==> src/rtl/msp_pkg.sv <==
// shared constants, codes and types for the multi-motor step/direction generator
// no dependencies; imported by msp_channel, multi_stepper_pulse_generator and its testbench
`default_nettype none

package msp_pkg;

	// sizing
	localparam int NUM_MOTORS  = 7;
	localparam int COUNT_WIDTH = 16;
	localparam int HP_W        = 16;
	localparam int PIN_W       = 7;
	localparam int MIDX_W      = 3;
	localparam int CMP_W       = (COUNT_WIDTH > HP_W) ? COUNT_WIDTH : HP_W;
	localparam int CFG_IDX_W   = 3;
	localparam int CFG_DATA_W  = 16;
	localparam int IN_DATA_W   = 8;
	localparam int OUT_DATA_W  = 32;

	// configuration register indexes
	localparam logic [CFG_IDX_W-1:0] REG_HP_FIRST = 3'd0;
	localparam logic [CFG_IDX_W-1:0] REG_DIR_MASK = 3'd7;

	// command bytes
	localparam logic [7:0] CHR_ONE     = 8'h31;
	localparam logic [7:0] CHR_STOP_LC = 8'h73;
	localparam logic [7:0] CHR_STOP_UC = 8'h53;

	// event codes
	localparam logic [1:0] EV_NONE  = 2'd0;
	localparam logic [1:0] EV_START = 2'd1;
	localparam logic [1:0] EV_DIR   = 2'd2;
	localparam logic [1:0] EV_STOP  = 2'd3;

	// reset values
	localparam logic [HP_W-1:0] HP_RESET [7] = '{
		16'd400, 16'd600, 16'd500, 16'd600, 16'd600, 16'd700, 16'd1200
	};
	localparam logic [PIN_W-1:0] DIR_MASK_RESET = 7'd16;
	localparam logic [NUM_MOTORS-1:0] MOTOR_ONES = {NUM_MOTORS{1'b1}};

	// per-beat control into each channel
	typedef struct packed {
		logic en;
		logic tick;
		logic stop;
		logic run;
	} msp_chan_ctl_t;

endpackage

`default_nettype wire

==> src/rtl/msp_channel.sv <==
// one motor channel: saturating elapsed counter, toggle phase and step pin level
// depends on msp_pkg
`default_nettype none

module msp_channel
	import msp_pkg::*;
(
	input  wire logic            clk,
	input  wire logic            arst_n,
	input  wire msp_chan_ctl_t   ctl,
	input  wire logic [HP_W-1:0] half_period,
	output logic                 step_d
);

	logic [COUNT_WIDTH-1:0] elapsed_q;
	logic [COUNT_WIDTH-1:0] elapsed_inc;
	logic                   phase_q;
	logic                   step_q;
	logic                   toggle;

	// saturate at all ones
	assign elapsed_inc = (elapsed_q == {COUNT_WIDTH{1'b1}}) ? elapsed_q
		: elapsed_q + COUNT_WIDTH'(1);
	assign toggle = ctl.tick && ctl.run &&
		(CMP_W'(elapsed_inc) >= CMP_W'(half_period));

	always_comb begin
		step_d = step_q;
		if (ctl.stop) begin
			step_d = 1'b0;
		end else if (toggle) begin
			step_d = ~phase_q;
		end
	end

	always_ff @(posedge clk or negedge arst_n) begin
		if (!arst_n) begin
			elapsed_q <= '0;
			phase_q   <= 1'b0;
			step_q    <= 1'b0;
		end else if (ctl.en) begin
			step_q <= step_d;
			if (ctl.tick) begin
				elapsed_q <= toggle ? '0 : elapsed_inc;
			end
			if (toggle) begin
				phase_q <= ~phase_q;
			end
		end
	end

endmodule

`default_nettype wire

==> src/rtl/multi_stepper_pulse_generator.sv <==
// top level of the multi-motor step/direction generator: input register,
// command decode, motor state, channel array and result register
// depends on msp_pkg and msp_channel
`default_nettype none

// Seven-channel step/direction pulse generator. Each input beat is either a
// command byte (s_tuser low, byte in s_tdata) or one microsecond tick
// (s_tuser high). Bytes '1'..'7' start that motor, or flip its direction if
// it already runs; 's'/'S' stops every motor and drops all step pins, keeping
// each motor's toggle phase. Every input beat gives exactly one output beat
// with the pin levels, the running mask and the event it caused. The block
// takes one beat per clock: a beat lands in the input register, is decoded
// and applied to the motor state when it moves on, and its result is loaded
// into the output register at the end of that cycle, so throughput is one
// beat per cycle while m_tready is high. A stalled output register holds the
// input register, which then holds s_tready low.
// Half periods and the direction invert mask are written by the user through
// cfg_we, cfg_index, cfg_data only while the block is idle, which it does not enforce.

module multi_stepper_pulse_generator
	import msp_pkg::*;
(
	input  wire logic                  clk,
	input  wire logic                  arst_n,
	// input stream
	input  wire logic                  s_tvalid,
	output logic                       s_tready,
	input  wire logic [IN_DATA_W-1:0]  s_tdata,  // [7:0] byte_value
	input  wire logic                  s_tuser,  // [0] action
	// result stream
	output logic                       m_tvalid,
	input  wire logic                  m_tready,
	// [6:0] step_pins, [13:7] dir_pins, [20:14] running_mask,
	// [22:21] event_code, [25:23] event_motor, [31:26] zero
	output logic [OUT_DATA_W-1:0]      m_tdata,
	// configuration writes
	input  wire logic                  cfg_we,
	input  wire logic [CFG_IDX_W-1:0]  cfg_index,
	input  wire logic [CFG_DATA_W-1:0] cfg_data
);

	// configuration registers
	logic [HP_W-1:0]       hp_q [NUM_MOTORS];
	logic [NUM_MOTORS-1:0] dir_mask_q;

	// input register
	logic                 s1_valid_s1;
	logic                 action_s1;
	logic [7:0]           byte_s1;
	logic                 s1_adv;
	logic                 s_accept;

	// motor state
	logic [NUM_MOTORS-1:0] running_q;
	logic [NUM_MOTORS-1:0] direction_q;
	logic [NUM_MOTORS-1:0] dir_level_q;

	// decode and next state
	logic [7:0]            byte_off;
	logic [MIDX_W-1:0]     idx;
	logic [NUM_MOTORS-1:0] sel;
	logic                  is_motor;
	logic                  is_stop;
	logic [NUM_MOTORS-1:0] running_d;
	logic [NUM_MOTORS-1:0] direction_d;
	logic [NUM_MOTORS-1:0] dir_level_d;
	logic [1:0]            code_d;
	logic [MIDX_W-1:0]     motor_d;
	logic [NUM_MOTORS-1:0] step_d;

	// result register
	logic                  out_valid_q;
	logic [OUT_DATA_W-1:0] out_data_q;

	// handshake: input register moves on when the result register is free
	assign s1_adv   = s1_valid_s1 && (!out_valid_q || m_tready);
	assign s_tready = !s1_valid_s1 || s1_adv;
	assign s_accept = s_tvalid && s_tready;
	assign m_tvalid = out_valid_q;
	assign m_tdata  = out_data_q;

	// configuration port, no read-back
	always_ff @(posedge clk or negedge arst_n) begin
		if (!arst_n) begin
			for (int i = 0; i < NUM_MOTORS; i++) begin
				hp_q[i] <= HP_RESET[i];
			end
			dir_mask_q <= DIR_MASK_RESET[NUM_MOTORS-1:0];
		end else if (cfg_we) begin
			for (int i = 0; i < NUM_MOTORS; i++) begin
				if (cfg_index == REG_HP_FIRST + CFG_IDX_W'(i)) begin
					hp_q[i] <= cfg_data[HP_W-1:0];
				end
			end
			if (cfg_index == REG_DIR_MASK) begin
				dir_mask_q <= cfg_data[NUM_MOTORS-1:0];
			end
		end
	end

	// input register
	always_ff @(posedge clk or negedge arst_n) begin
		if (!arst_n) begin
			s1_valid_s1 <= 1'b0;
		end else if (s_accept) begin
			s1_valid_s1 <= 1'b1;
		end else if (s1_adv) begin
			s1_valid_s1 <= 1'b0;
		end
	end

	always_ff @(posedge clk) begin
		if (s_accept) begin
			action_s1 <= s_tuser;
			byte_s1   <= s_tdata;
		end
	end

	// command decode: motor byte range and the two stop letters
	assign byte_off = byte_s1 - CHR_ONE;
	assign idx      = byte_off[MIDX_W-1:0];
	assign is_motor = !action_s1 && (byte_s1 >= CHR_ONE) &&
		(byte_off < 8'(NUM_MOTORS));
	assign is_stop  = !action_s1 &&
		((byte_s1 == CHR_STOP_LC) || (byte_s1 == CHR_STOP_UC));
	assign sel      = NUM_MOTORS'(1) << idx;

	always_comb begin
		running_d   = running_q;
		direction_d = direction_q;
		dir_level_d = dir_level_q;
		code_d      = EV_NONE;
		motor_d     = '0;
		if (is_motor) begin
			motor_d = idx;
			if ((running_q & sel) == '0) begin
				// stopped motor: start it
				running_d = running_q | sel;
				code_d    = EV_START;
			end else begin
				// running motor: flip direction, pin goes through the invert mask
				direction_d = direction_q ^ sel;
				dir_level_d = (dir_level_q & ~sel) | ((direction_d ^ dir_mask_q) & sel);
				code_d      = EV_DIR;
			end
		end else if (is_stop) begin
			running_d = '0;
			code_d    = EV_STOP;
		end
	end

	// channel array, all motors update in the same cycle
	for (genvar g = 0; g < NUM_MOTORS; g++) begin : g_chan
		msp_chan_ctl_t ctl;

		assign ctl.en   = s1_adv;
		assign ctl.tick = s1_adv && action_s1;
		assign ctl.stop = s1_adv && is_stop;
		assign ctl.run  = running_q[g];

		msp_channel u_chan (
			.clk         (clk),
			.arst_n      (arst_n),
			.ctl         (ctl),
			.half_period (hp_q[g]),
			.step_d      (step_d[g])
		);
	end

	// motor state, applied when the beat moves into the result register
	always_ff @(posedge clk or negedge arst_n) begin
		if (!arst_n) begin
			running_q   <= '0;
			direction_q <= MOTOR_ONES;
			dir_level_q <= MOTOR_ONES;
		end else if (s1_adv) begin
			running_q   <= running_d;
			direction_q <= direction_d;
			dir_level_q <= dir_level_d;
		end
	end

	// result register
	always_ff @(posedge clk or negedge arst_n) begin
		if (!arst_n) begin
			out_valid_q <= 1'b0;
		end else if (s1_adv) begin
			out_valid_q <= 1'b1;
		end else if (m_tready) begin
			out_valid_q <= 1'b0;
		end
	end

	always_ff @(posedge clk) begin
		if (s1_adv) begin
			out_data_q <= OUT_DATA_W'({motor_d, code_d, PIN_W'(running_d),
				PIN_W'(dir_level_d), PIN_W'(step_d)});
		end
	end

	// a motor that is not running never holds its step pin high
	a_step_needs_run: assert property (@(posedge clk) disable iff (!arst_n)
		s1_adv |-> ((step_d & ~running_d) == '0))
		else $error("step pin high on a stopped motor");

	// a stop beat leaves every motor stopped
	a_stop_clears: assert property (@(posedge clk) disable iff (!arst_n)
		(s1_adv && is_stop) |=> (running_q == '0))
		else $error("motors still running after stop");

	// a held input register keeps its beat
	a_s1_hold: assert property (@(posedge clk) disable iff (!arst_n)
		(s1_valid_s1 && !s1_adv) |=> (s1_valid_s1 && $stable(byte_s1) &&
		$stable(action_s1)))
		else $error("input register lost a beat");

	// only start and direction events name a motor
	a_event_motor: assert property (@(posedge clk) disable iff (!arst_n)
		(out_valid_q && (out_data_q[22:21] != EV_START) &&
		(out_data_q[22:21] != EV_DIR)) |-> (out_data_q[25:23] == '0))
		else $error("motor index on an event without a motor");

endmodule

`default_nettype wire

==> config.mk <==
export PLATFORM = sky130hd
export DESIGN_NAME = multi_stepper_pulse_generator
export DESIGN_NICKNAME = d
export VERILOG_FILES = /design/src/rtl/msp_pkg.sv /design/src/rtl/msp_channel.sv /design/src/rtl/multi_stepper_pulse_generator.sv
export SDC_FILE = /design/constraint.sdc
export NUM_CORES = 1
export LEC_CHECK = 0
export BUFFER_PORTS_ARGS = -buffer_cell sky130_fd_sc_hd__buf_4
export CAP_MARGIN = 20
export CELL_PAD_IN_SITES_DETAIL_PLACEMENT = 0
export CELL_PAD_IN_SITES_GLOBAL_PLACEMENT = 1
export CORE_MARGIN = 5
export CORE_UTILIZATION = 45
export DETAILED_ROUTE_END_ITERATION = 12
export PLACE_DENSITY = 0.82
export SYNTH_ARGS = -nofsm -noshare
export SYNTH_HDL_FRONTEND = slang
export SYNTH_SLANG_ARGS = --single-unit
==> constraint.sdc <==
create_clock -name clk -period 3.8 [get_ports clk]
set_input_delay 0.38 -clock clk [delete_from_list [all_inputs] [get_ports clk]]
set_output_delay 0.38 -clock clk [all_outputs]
set_load 0.01 [all_outputs]
==> results of run 1 <==
## state kept, by name, summed over array words and instances, names as in the netlist, 7 cells and up
name / cells
g_chan.u_chan.phase_q: 7
byte_s1: 8
m_tdata: 26
hp_q: 112
g_chan.u_chan.elapsed_q: 112
running_q: 7
g_chan.u_chan.step_q: 7
dir_mask_q: 7
dir_level_q: 7
direction_q: 7
## cells in the mapped netlist (all sizes together), types with 19 or more instances
cell / n
dfrtp: 222
nand2: 211
nor2: 153
inv: 132
o21ai: 132
ha: 125
a21oi: 89
mux2: 82
xnor2: 64
nand3: 62
nor3: 59
clkbuf: 55
xor2: 55
dfstp: 46
nand4: 41
edfxtp: 35
buf: 29
mux2i: 19
## kinds of logic (layout without fill, tap and decap cells)
logic type / count (synthesis) / in the layout
and+or+nand+nor: 657 / 657
AOI/OAI and AO/OA: 350 / 351
DFF: 303 / 303
buffers and inverters: 216 / 375
adders and majority gates: 125 / 125
xor gates and xnor gates: 119 / 119
muxes: 101 / 101
other: 1 / 6
## area by class of cell
type | instances | area share
flip-flops and latches | 303 | 0.3738
well taps | 525 | 0.03139
clock inverters | 17 | 0.009685
repair buffers | 177 | 0.06528
inverters | 132 | 0.02367
multi-input cells | 1359 | 0.4477
clock buffers | 49 | 0.04848
## repair_timing
action	CTS	global route
hold buffers	4	0
pin swaps	0	12
buffers inserted	0	18
cloned	0	1
endpoints found under the hold margin	31	0
gates resized for setup	8	44
endpoints found under the setup margin	14	83
## per-layer routing
metal  up-vias  wire (um)  track usage
met5         -          0            0
met4         0       1245      0.06548
met3        74       2430      0.03078
met2       357      21640       0.3391
met1      6906      20690       0.2773
li1       6838          -            -
## worst reg2reg max path, delay by kind of cell (launching register included)
family	cells	cell delay [ns]
XOR/XNOR	1	0.16
AND/OR/NAND/NOR	6	1.23
AO/OA/AOI/OAI	3	1.00
adder cells (fa/ha/maj)	2	0.42
flip-flops	1	0.40
buffers and inverters	2	0.36
## report_power, final
part / leakage [nW] / switching (mW) / internal [mW]
clock: 0.591 / 1.40 / 2.16
combinational: 5.20 / 1.28 / 1.02
sequential: 3.68 / 0.333 / 3.81
## worst max path at each step
stage	from	end	slack, ns	depth (start not counted)
finish	g_chan[2].u_chan.elapsed_q[0]$_DFFE_PN0P_	g_chan[2].u_chan.elapsed_q[3]$_DFFE_PN0P_	0.13	14
global route	g_chan[2].u_chan.elapsed_q[1]$_DFFE_PN0P_	g_chan[2].u_chan.elapsed_q[3]$_DFFE_PN0P_	-0.07	14
CTS	g_chan[3].u_chan.elapsed_q[4]$_DFFE_PN0P_	g_chan[3].u_chan.elapsed_q[0]$_DFFE_PN0P_	0.01	14
detailed placement	g_chan[2].u_chan.elapsed_q[3]$_DFFE_PN0P_	m_tdata[2]$_DFFE_PP_	-0.07	13
global placement	g_chan[3].u_chan.elapsed_q[4]$_DFFE_PN0P_	g_chan[3].u_chan.step_q$_DFFE_PN0P_	0.03	13
floorplan	g_chan[2].u_chan.elapsed_q[0]$_DFFE_PN0P_	m_tdata[2]$_DFFE_PP_	0.03	15
## cell usage in the layout, fill, tap and decap left out, types with 64 or more instances in the layout
| cell type | synthesis | final |
|---|---|---|
| a21oi_1 | 87 | 87 |
| buf_4 | 12 | 169 |
| dfrtp_1 | 222 | 216 |
| ha_1 | 125 | 124 |
| inv_1 | 132 | 132 |
| mux2_2 | 82 | 82 |
| nand2_1 | 210 | 208 |
| nor2_1 | 151 | 145 |
| o21ai_0 | 126 | 124 |
| xnor2_1 | 64 | 64 |
==> metrics, run 1 <==
simple-gate share of the synthesized area 0.1802; Fmax 0.2728 GHz; Inserted Clock Buffers 36; power per unit of standard cell area ~480 nW/um^2; Final Slew Violations 0; Chip Height 209.2 um; Clock Root Buffer clkbuf_16; worst reg2reg path endpoint g_chan[2].u_chan.elapsed_q[3]$_DFFE_PN0P_; number of standard-cell rows in the floorplan 73; Post-Route Setup TNS 0 ns; count of placed standard cells including taps 2,473; main combinational cell family by area after synthesis simple AND/OR/NAND/NOR gates; final hold violation count 0; layout cell share with drive strength beyond 1 0.2185; leakage power total roughly 9.5 nW; reported max-cap violation count 0; number of buffer and inverter instances along the worst setup path 2; GRT Total Usage 0.2046; register area share after synthesis 0.4377; post-synthesis cell type with the largest combined area dfrtp_1; number of register bits inferred by synthesis 303; Layout Utilization 0.5304; most area-consuming cells after synthesis dfrtp_1 31%, ha_1 8.8%, dfstp_2 6.8%, edfxtp_1 5.9%, mux2_2 5.2%; number of distinct library cell variants in the gate-level netlist after synthesis 93; FILL cells 3,564; Synth top area share 0.3112; Warnings, synthesis 0; average via count per standard cell 5.533; multiplexer area fraction after synthesis 0.06237; number of instances in the synthesized netlist around 1,900; initial detailed-routing violation count 1,044; Max Root-Sink Buffers 3; Finish-stage setup viols 0; critical path required time 4.22 ns; number of clock sinks between 300 and 400; status complete, no violations; worst-skew pair later-pin latency between 0.5 and 0.6 ns; Starting Density 0.4525; largest vdd supply drop between 0.0002 and 0.0003 V; Final min period 3.666 ns; critical-path cell list ha_1 -> nand3_1 -> or4_4 -> nand2b_4 -> xnor2_1 -> ha_1 -> nand2b_1 -> a2111oi_2 -> nor3_1 -> buf_4 -> o41ai_4 -> buf_4 -> nand2_2 -> o32ai_1; global-route congestion overflow total 0; count of input and output buffers 60; unrepaired setup endpoints after global routing true; sequential cell area ~7800 sq um; sum of routed wire length over all layers 46.00 mm; Layout Area Growth over Synthesis 17.23%; startpoint of the most critical register-to-register path g_chan[2].u_chan.elapsed_q[0]$_DFFE_PN0P_; most instantiated flip-flop cell in the synthesis netlist dfrtp_1; Post-synth EDFFs 35; width of the chip 209.2 um; sink of the worst hold path byte_s1[4]$_DFFE_PP_; CP endpoint kind flip-flop; design area between 20,000 and 25,000 sq um; kind of critical path flip-flop to flip-flop; post-route worst setup slack ~0.13 ns; Non-Filler Instances 2,562; detailed placer's ending HPWL 31.67 mm; largest fanout on the critical path 7; initial antenna violation count 0; fraction of synthesized cell area in xor and xnor cells 0.05880; length in cells of the worst reg-to-reg path 14; min-delay src s_tdata[4]; largest net degree at the start of global routing between 100 and 150; # nets final 2,167; count of nets left with antenna violations after detail routing 0; cell type group with the largest total delay on the critical path simple AND/OR/NAND/NOR gates; CORE AREA just under 40,000 sq um; FFs w/ async S/R, synth 0.8845; area of the die 43,760 sq um; R2R setup slack 0.13 ns; Placed Instance Area 19,350 sq um; clock-pin slew reported for the worst setup and hold paths after clock tree synthesis 0.06 ns; area fraction in compound gates after synthesis 0.1231; first drt pass iteration count 5; Routed WL per cell 17.96 um; critical-path cell with the highest stage delay or4_4; global-route wire length before repair 73.22 mm; pin slew with the least headroom to its limit 1.034 ns; worst hold-check slack 0.02198 ns; arrival time worst endpoint approximately 4.1 ns; kind of start point of the critical path flip-flop; vias after detailed routing 14,180; max-slew headroom at the worst pin 0.3076; worst slack at placement -0.07174 ns; adder-cell share of the synthesized area 0.08760; Total Power 10.00 mW; netlist area before placement 17,850 sq um; gp weighted congestion approximately 0.88; delay contributed by the slowest stage of the critical path 0.55 ns; cell count of the worst hold path 1; number of design rule violations left after detail routing 0; vias in the first global route 14,080; Antenna Diode Count 0; TritonCTS clock tree built; post-route fraction of the period consumed by the critical path 0.9647; area of the multi-input gates 9370 sq um; average instance area after synthesis around 9.5 sq um; H-tree lvl count 2; boundary pin count 67; setup clock skew after layout 0.02357 ns; Worst Hold Class primary input to flip-flop
Note: power is estimated with default switching activity, not from simulation.
==> run 2, diff against run 1 <==
--- a/config.mk
+++ b/config.mk
@@ -12,7 +12,8 @@
 export CORE_MARGIN = 5
 export CORE_UTILIZATION = 45
 export DETAILED_ROUTE_END_ITERATION = 12
-export PLACE_DENSITY = 0.82
+export PLACE_DENSITY = 0.81
 export SYNTH_ARGS = -nofsm -noshare
 export SYNTH_HDL_FRONTEND = slang
+export SYNTH_HIERARCHICAL = 1
 export SYNTH_SLANG_ARGS = --single-unit
==> run 2 against run 1 <==
Against the previous run: sequential power up 3%; first-iteration DRC count fell by 5.3%; non-clock buffer count down 30; maximum frequency increased by 1.3%; sequential cell count unchanged; die area grew 4.9%; worst hold slack gained 0.018 ns; critical endpoint is now g_chan[6].u_chan/elapsed_q[9]$_DFFE_PN0P_; largest cell class unchanged; highest routed layer unchanged.
==> metrics, run 2 <==
largest vdd supply drop 0.0002910 V (was 0.0002860 V); CP endpoint kind flip-flop (unchanged); FILL cells 3,714 (was 3,564); largest fanout on the critical path 7 (unchanged); Layout Area Growth over Synthesis 13.82% (was 17.23%); largest net degree at the start of global routing 95 (was 118); reported max-cap violation count 0 (unchanged); net load switching power 3.210 mW (was 3.012 mW); vias in the first global route 14,150 (was 14,080); pin slew with the least headroom to its limit 0.9142 ns (was 1.034 ns); global-route wire length before repair 74.06 mm (was 73.22 mm); Internal Pwr Total 7.181 mW (was 6.989 mW); post-route fraction of the period consumed by the critical path 0.9519 (was 0.9647); Non-Filler Instances 2,524 (was 2,562); number of distinct library cell variants in the gate-level netlist after synthesis 64 (was 93); kind of start point of the critical path flip-flop (unchanged); Finish-stage setup viols 0 (unchanged); Synth top area share 0.2960 (was 0.3112); number of standard-cell rows in the floorplan 74 (was 73); # nets final 2,122 (was 2,167); final hold violation count 0 (unchanged); global-route congestion overflow total 0 (unchanged); number of clock sinks 303 (unchanged); H-tree lvl count 2 (unchanged); termination of the worst setup path g_chan[6].u_chan/elapsed_q[9]$_DFFE_PN0P_ (was g_chan[2].u_chan.elapsed_q[3]$_DFFE_PN0P_); delay contributed by the slowest stage of the critical path 0.49 ns (was 0.55 ns); most instantiated flip-flop cell in the synthesis netlist dfrtp_1 (unchanged); length in cells of the worst reg-to-reg path 13 (was 14); TritonCTS clock tree built (unchanged); post-synthesis cell type with the largest combined area dfrtp_1 (unchanged); sw frac 0.3089 (was 0.3012); average via count per standard cell 5.604 (was 5.533); first drt pass iteration count 5 (unchanged); number of buffer and inverter instances along the worst setup path 1 (was 2); Starting Density 0.4576 (was 0.4525); Inserted Clock Buffers 36 (unchanged); commonest cells in the netlist 222 x dfrtp_1, 174 x nand2_1, 140 x mux2_2 (was 222 x dfrtp_1, 210 x nand2_1, 151 x nor2_1); Chip Height 214.2 um (was 209.2 um); Post-synth EDFFs 35 (unchanged); share of power burned in the clock network 0.322 (was 0.355); startpoint of the most critical register-to-register path g_chan[6].u_chan/elapsed_q[0]$_DFFE_PN0P_ (was g_chan[2].u_chan.elapsed_q[0]$_DFFE_PN0P_); cell type group with the largest total delay on the critical path simple AND/OR/NAND/NOR gates (unchanged); worst reg2reg path endpoint g_chan[6].u_chan/elapsed_q[9]$_DFFE_PN0P_ (was g_chan[2].u_chan.elapsed_q[3]$_DFFE_PN0P_); initial antenna violation count 2 (was 0); register area share after synthesis 0.4164 (was 0.4377); FFs w/ async S/R, synth 0.8845 (unchanged); clock-pin slew reported for the worst setup and hold paths after clock tree synthesis 0.06 ns (about the same); most common cell in the netlist dfrtp_1 (unchanged); highest-count cells in the layout ignoring fill and taps 220 x dfrtp_1, 174 x nand2_1, 140 x mux2_2, 136 x buf_4, 132 x inv_1 (was 216 x dfrtp_1, 208 x nand2_1, 169 x buf_4, 145 x nor2_1, 132 x inv_1); design area 21,360 sq um (was 20,930 sq um); status complete, no violations (unchanged); layout cell share with drive strength beyond 1 0.2420 (was 0.2185); cell count of the worst hold path 1 (unchanged); number of design rule violations left after detail routing 0 (unchanged); boundary pin count 67 (unchanged); setup clock skew after layout 0.01402 ns (was 0.02357 ns); width of the chip 214.2 um (was 209.2 um); power share of the combinational group 0.266 (was 0.231); sum of routed wire length over all layers 44.84 mm (was 46.00 mm); max-slew headroom at the worst pin 0.3873 (was 0.3076); Worst Hold Class primary input to flip-flop (unchanged); critical-path cell list and3_1 -> nor2b_1 -> and2_0 -> and3_1 -> mux2i_2 -> ha_1 -> nand4_2 -> nor3_2 -> or4b_4 -> a31oi_4 -> buf_4 -> o21ai_1 -> a22o_1 (was ha_1 -> nand3_1 -> or4_4 -> nand2b_4 -> xnor2_1 -> ha_1 -> nand2b_1 -> a2111oi_2 -> nor3_1 -> buf_4 -> o41ai_4 -> buf_4 -> nand2_2 -> o32ai_1); vias after detailed routing 14,140 (was 14,180); Routed WL per cell 17.77 um (was 17.96 um); cell mode on critical path and3_1; Final min period 3.617 ns (was 3.666 ns); count of nets left with antenna violations after detail routing 0 (unchanged); most frequent standard cell in the layout excluding fill and tap cells dfrtp_1 (unchanged); sequential share of power 0.411 (was 0.414); count of placed standard cells including taps 2,449 (was 2,473); Placed Instance Area 20,070 sq um (was 19,350 sq um); Layout Utilization 0.5208 (was 0.5304); critical path required time 4.20 ns (was 4.22 ns); CORE AREA 41,020 sq um (was 39,460 sq um); leakage power total 9.623 nW (was 9.477 nW); Warnings, synthesis 6 (was 0); Max Root-Sink Buffers 3 (unchanged); count of input and output buffers 60 (unchanged); detailed placer's ending HPWL 31.39 mm (was 31.67 mm); gp weighted congestion 0.8657 (was 0.8766); number of instances in the synthesized netlist 1,859 (was 1,872); number of register bits inferred by synthesis 303 (unchanged); worst-skew pair later-pin latency 0.53 ns (was 0.54 ns); Clock Root Buffer clkbuf_16 (unchanged); R2R setup slack 0.18 ns (was 0.13 ns); number of gates on the worst path with buffers counted 13 (was 14); critical-path cell with the highest stage delay or4b_4 (was or4_4); average instance area after synthesis 10.10 sq um (was 9.537 sq um); initial detailed-routing violation count 989 (was 1,044); area of the die 45,890 sq um (was 43,760 sq um); Antenna Diode Count 0 (unchanged); netlist area before placement 18,770 sq um (was 17,850 sq um); Total Power 10.39 mW (was 10.00 mW); critical path startpoint g_chan[6].u_chan/elapsed_q[0]$_DFFE_PN0P_ (was g_chan[2].u_chan.elapsed_q[0]$_DFFE_PN0P_); most area-consuming cells after synthesis dfrtp_1 30%, mux2_2 8.4%, ha_1 8.3%, dfstp_2 6.4%, edfxtp_1 5.6% (was dfrtp_1 31%, ha_1 8.8%, dfstp_2 6.8%, edfxtp_1 5.9%, mux2_2 5.2%); GRT Total Usage 0.1929 (was 0.2046); power per unit of standard cell area 486.4 nW/um^2 (was 477.9 nW/um^2); Fmax 0.2764 GHz (was 0.2728 GHz); Final Slew Violations 0 (unchanged); kind of critical path flip-flop to flip-flop (unchanged); arrival time worst endpoint 4.02 ns (was 4.09 ns)
## run 2: timing repair
item | in CTS | in global routing
setup buffers | 0 | 5
endpoints found under the setup margin | 0 | 89
resized for setup | 0 | 26
hold buffers | 1 | 0
endpoints found under the hold margin | 78 | 0
## run 2: cell type report
cell class / count / area, sq um / area share
multi-input combinational: 1343 / 10030 / 0.4694
sequential: 303 / 7818 / 0.3659
timing repair buffer: 147 / 1209 / 0.05658
clock buffer: 59 / 1079 / 0.05049
clock inverter: 7 / 66.31 / 0.003104
inverter: 133 / 499.2 / 0.02337
tap: 532 / 665.6 / 0.03116
## run 2: kinds of logic after synthesis
kind of cell / Yosys count / synth area share
buffers and inverters: 220 / 0.05520
multiplexers: 169 / 0.1016
adder cells (fa/ha/maj): 125 / 0.08333
flip-flops: 303 / 0.4164
XOR/XNOR: 91 / 0.04246
AO/OA/AOI/OAI: 339 / 0.1275
AND/OR/NAND/NOR: 611 / 0.1733
other: 1 / 0.0001998
## run 2: worst reg2reg max path, cell delays in order, from the launching register on
cell and delay (ns):
dfrtp_1 0.45, and3_1 0.27, nor2b_1 0.20, and2_0 0.24
and3_1 0.23, mux2i_2 0.28, ha_1 0.23, nand4_2 0.15
nor3_2 0.19, or4b_4 0.49, a31oi_4 0.28, buf_4 0.20
o21ai_1 0.06, a22o_1 0.21
## run 2: worst min-delay path by stage
stage                                              startpoint                                    endpoint  slack (ns)
after floorplan                                        arst_n                   dir_mask_q[0]$_DFFE_PN0P_        0.08
after global placement                                 arst_n  g_chan[5].u_chan/elapsed_q[13]$_DFFE_PN0P_        0.46
after detailed placement  g_chan[0].u_chan/step_q$_DFFE_PN0P_         g_chan[0].u_chan/step_q$_DFFE_PN0P_        0.46
after CTS                                          s_tdata[1]                        byte_s1[1]$_DFFE_PP_        0.02
after global routing                               s_tdata[1]                        byte_s1[1]$_DFFE_PP_        0.02
final                                              s_tdata[1]                        byte_s1[1]$_DFFE_PP_        0.04
## run 2: layer usage
layer	up-vias	wire [um]	global-route usage
li1	6789	-	-
met1	6980	20980	0.2780
met2	300	20730	0.3074
met3	75	2048	0.02654
met4	0	1086	0.05239
met5	-	0	0
## run 2: per-stage QoR
stage	setup WS (ns)	setup TNS, ns	hold WS [ns]
final	0.1826	0	0.03976
after global routing	-0.01286	-0.01286	0.01921
after CTS	0.006690	0	0.01537
after detailed placement	0.02362	0	0.4642
after global placement	0.1182	0	0.4562
after floorplan	0.3049	0	0.08441
## run 2: power groups by stage
stage / Sequential (mW) / Combinational, mW / Clock (mW)
after floorplan: 4.21 / 2.04 / 0
after global placement: 4.29 / 2.62 / 0
after detailed placement: 4.32 / 2.72 / 0
after CTS: 4.27 / 2.74 / 3.45
after global routing: 4.35 / 3.16 / 3.57
final: 4.27 / 2.77 / 3.35
==> run 3, diff against run 2 <==
--- a/config.mk
+++ b/config.mk
@@ -12,6 +12,7 @@
 export CORE_MARGIN = 5
 export CORE_UTILIZATION = 45
 export DETAILED_ROUTE_END_ITERATION = 12
+export GPL_TIMING_DRIVEN = 0
 export PLACE_DENSITY = 0.81
 export SYNTH_ARGS = -nofsm -noshare
 export SYNTH_HDL_FRONTEND = slang
==> run 3 against run 2 <==
Against the previous run: clock-buffer cell count decreased by 6; clock power up 6%; maximum frequency fell by 2.9%; sequential share of layout area is 1.1 points lower; wire length increased by 3.3%; critical endpoint is now m_tdata[1]$_DFFE_PP_.
==> metrics, run 3 (synthesis gave the netlist of run 2 again) <==
Clock Root Buffer clkbuf_16 (unchanged); largest fanout on the critical path 6 (was 7); global-route wire length before repair 75.27 mm (was 74.06 mm); clock-pin slew reported for the worst setup and hold paths after clock tree synthesis 0.06 ns (about the same); largest vdd supply drop 0.0003966 V (was 0.0002910 V); sequential share of power 0.408 (was 0.411); power share of the combinational group 0.258 (was 0.266); Finish-stage setup viols 0 (unchanged); leakage power total 9.904 nW (was 9.623 nW); GRT Total Usage 0.1976 (was 0.1929); kind of critical path flip-flop to flip-flop (unchanged); max-slew headroom at the worst pin 0.5353 (was 0.3873); Total Power 10.62 mW (was 10.39 mW); setup clock skew after layout 0.02194 ns (was 0.01402 ns); width of the chip 214.2 um (unchanged); average via count per standard cell 5.578 (was 5.604); boundary pin count 67 (unchanged); startpoint of the most critical register-to-register path g_chan[1].u_chan/elapsed_q[8]$_DFFE_PN0P_ (was g_chan[6].u_chan/elapsed_q[0]$_DFFE_PN0P_); CP endpoint kind flip-flop (unchanged); sum of routed wire length over all layers 46.34 mm (was 44.84 mm); worst hold-check slack 0.03899 ns (was 0.03976 ns); number of design rule violations left after detail routing 0 (unchanged); share of power burned in the clock network 0.334 (was 0.322); pin slew with the least headroom to its limit 0.6940 ns (was 0.9142 ns); kind of start point of the critical path flip-flop (unchanged); Inserted Clock Buffers 36 (unchanged); number of standard-cell rows in the floorplan 74 (unchanged); length in cells of the worst reg-to-reg path 15 (was 13); net load switching power 3.274 mW (was 3.210 mW); Final min period 3.725 ns (was 3.617 ns); sw frac 0.3083 (was 0.3089); reported max-cap violation count 0 (unchanged); Max Root-Sink Buffers 3 (unchanged); Layout Utilization 0.5397 (was 0.5208); Layout Area Growth over Synthesis 17.93% (was 13.82%); initial detailed-routing violation count 975 (was 989); worst-skew pair later-pin latency 0.54 ns (was 0.53 ns); power per unit of standard cell area 479.8 nW/um^2 (was 486.4 nW/um^2); gp weighted congestion 0.8583 (was 0.8657); count of input and output buffers 56 (was 60); unrepaired setup endpoints after global routing true; detailed placer's ending HPWL 31.81 mm (was 31.39 mm); number of clock sinks 303 (unchanged); worst slack at placement -0.6628 ns (was 0.02362 ns); termination of the worst setup path m_tdata[1]$_DFFE_PP_ (was g_chan[6].u_chan/elapsed_q[9]$_DFFE_PN0P_); status complete, no violations (unchanged); count of placed standard cells including taps 2,457 (was 2,449); post-route fraction of the period consumed by the critical path 0.9802 (was 0.9519); final hold violation count 0 (unchanged); Worst Hold Class primary input to flip-flop (unchanged); Starting Density 0.4576 (unchanged); R2R setup slack 0.08 ns (was 0.18 ns); design area 22,140 sq um (was 21,360 sq um); Internal Pwr Total 7.345 mW (was 7.181 mW); Placed Instance Area 20,010 sq um (was 20,070 sq um); largest net degree at the start of global routing 112 (was 95); arrival time worst endpoint 4.02 ns (about the same); most frequent standard cell in the layout excluding fill and tap cells dfrtp_1 (unchanged); first drt pass iteration count 5 (unchanged); worst reg2reg path endpoint m_tdata[1]$_DFFE_PP_ (was g_chan[6].u_chan/elapsed_q[9]$_DFFE_PN0P_); Fmax 0.2685 GHz (was 0.2764 GHz); Routed WL per cell 17.92 um (was 17.77 um); Final Slew Violations 0 (unchanged); global-route congestion overflow total 0 (unchanged); vias after detailed routing 14,430 (was 14,140); area of the die 45,890 sq um (unchanged); CORE AREA 41,020 sq um (unchanged); highest-count cells in the layout ignoring fill and taps 193 x dfrtp_1, 173 x nand2_1, 140 x mux2_2, 132 x inv_1, 126 x buf_4 (was 220 x dfrtp_1, 174 x nand2_1, 140 x mux2_2, 136 x buf_4, 132 x inv_1); layout cell share with drive strength beyond 1 0.2760 (was 0.2420); vias in the first global route 14,410 (was 14,150); count of nets left with antenna violations after detail routing 0 (unchanged); post-route worst setup slack 0.07539 ns (was 0.1826 ns); TritonCTS clock tree built (unchanged); initial antenna violation count 1 (was 2); # nets final 2,184 (was 2,122); Non-Filler Instances 2,586 (was 2,524); critical path required time 4.09 ns (was 4.20 ns); critical path startpoint g_chan[1].u_chan/elapsed_q[8]$_DFFE_PN0P_ (was g_chan[6].u_chan/elapsed_q[0]$_DFFE_PN0P_); Post-Route Setup TNS 0 ns (unchanged); Antenna Diode Count 0 (unchanged); H-tree lvl count 2 (unchanged); Chip Height 214.2 um (unchanged)
## run 3: how the worst min path moves through the flow
stage | startpoint | to | slack [ns] | cells after the start
floorplan | arst_n | dir_mask_q[0]$_DFFE_PN0P_ | 0.08 | 0
global placement | g_chan[5].u_chan/step_q$_DFFE_PN0P_ | g_chan[5].u_chan/step_q$_DFFE_PN0P_ | 0.46 | 1
detailed placement | arst_n | g_chan[5].u_chan/elapsed_q[13]$_DFFE_PN0P_ | 0.43 | 1
CTS | s_tdata[2] | byte_s1[2]$_DFFE_PP_ | 0.003 | 1
global route | s_tvalid | s1_valid_s1$_DFFE_PN0P_ | 0.04 | 2
finish | s_tvalid | s1_valid_s1$_DFFE_PN0P_ | 0.04 | 2
## run 3: critical path, stage by stage, from the launching register on
cell,delay (ns)
dfrtp_2,0.41
nand4_1,0.17
or3_4,0.44
or3_4,0.34
buf_6,0.15
buf_4,0.17
nand2_4,0.07
xnor2_1,0.07
ha_1,0.28
o21a_1,0.11
nor2_1,0.04
or4b_4,0.55
a31oi_4,0.26
buf_6,0.17
mux2i_1,0.18
nor2_1,0.06
## run 3: timing repair
item / CTS / global route
pin swaps: 6 / 28
gates resized for setup: 16 / 98
hold buffers: 9 / 1
setup endpoints to repair: 64 / 110
buffers inserted: 13 / 46
cloned: 0 / 1
hold endpoints to repair: 74 / 1
## run 3: cell type report
| type | instances | area (sq um) |
|---|---|---|
| plain buffers | 80 | 538.0 |
| clock inverters | 13 | 122.6 |
| repair buffers | 131 | 1139 |
| multi-input cells | 1341 | 10220 |
| well taps | 532 | 665.6 |
| clock buffers | 53 | 1099 |
| flip-flops and latches | 303 | 7851 |
| inverters | 133 | 499.2 |
| fillers | 3681 | 18880 |
## run 3: power by group through the flow
stage | Clock [mW] | Combinational [mW] | Sequential (mW)
after floorplan | 0 | 2.04 | 4.21
after global placement | 0 | 2.55 | 4.29
after detailed placement | 0 | 2.68 | 4.31
after CTS | 3.64 | 2.68 | 4.30
after global routing | 3.78 | 3.15 | 4.42
final | 3.54 | 2.74 | 4.34
## run 3: per-layer routing
layer | global-route usage | vias to the layer above | routed length [um]
li1 | - | 6911 | -
met5 | 0 | - | 0
met4 | 0.04982 | 0 | 1050
met2 | 0.3173 | 288 | 21350
met3 | 0.03586 | 69 | 2232
met1 | 0.2788 | 7158 | 21700
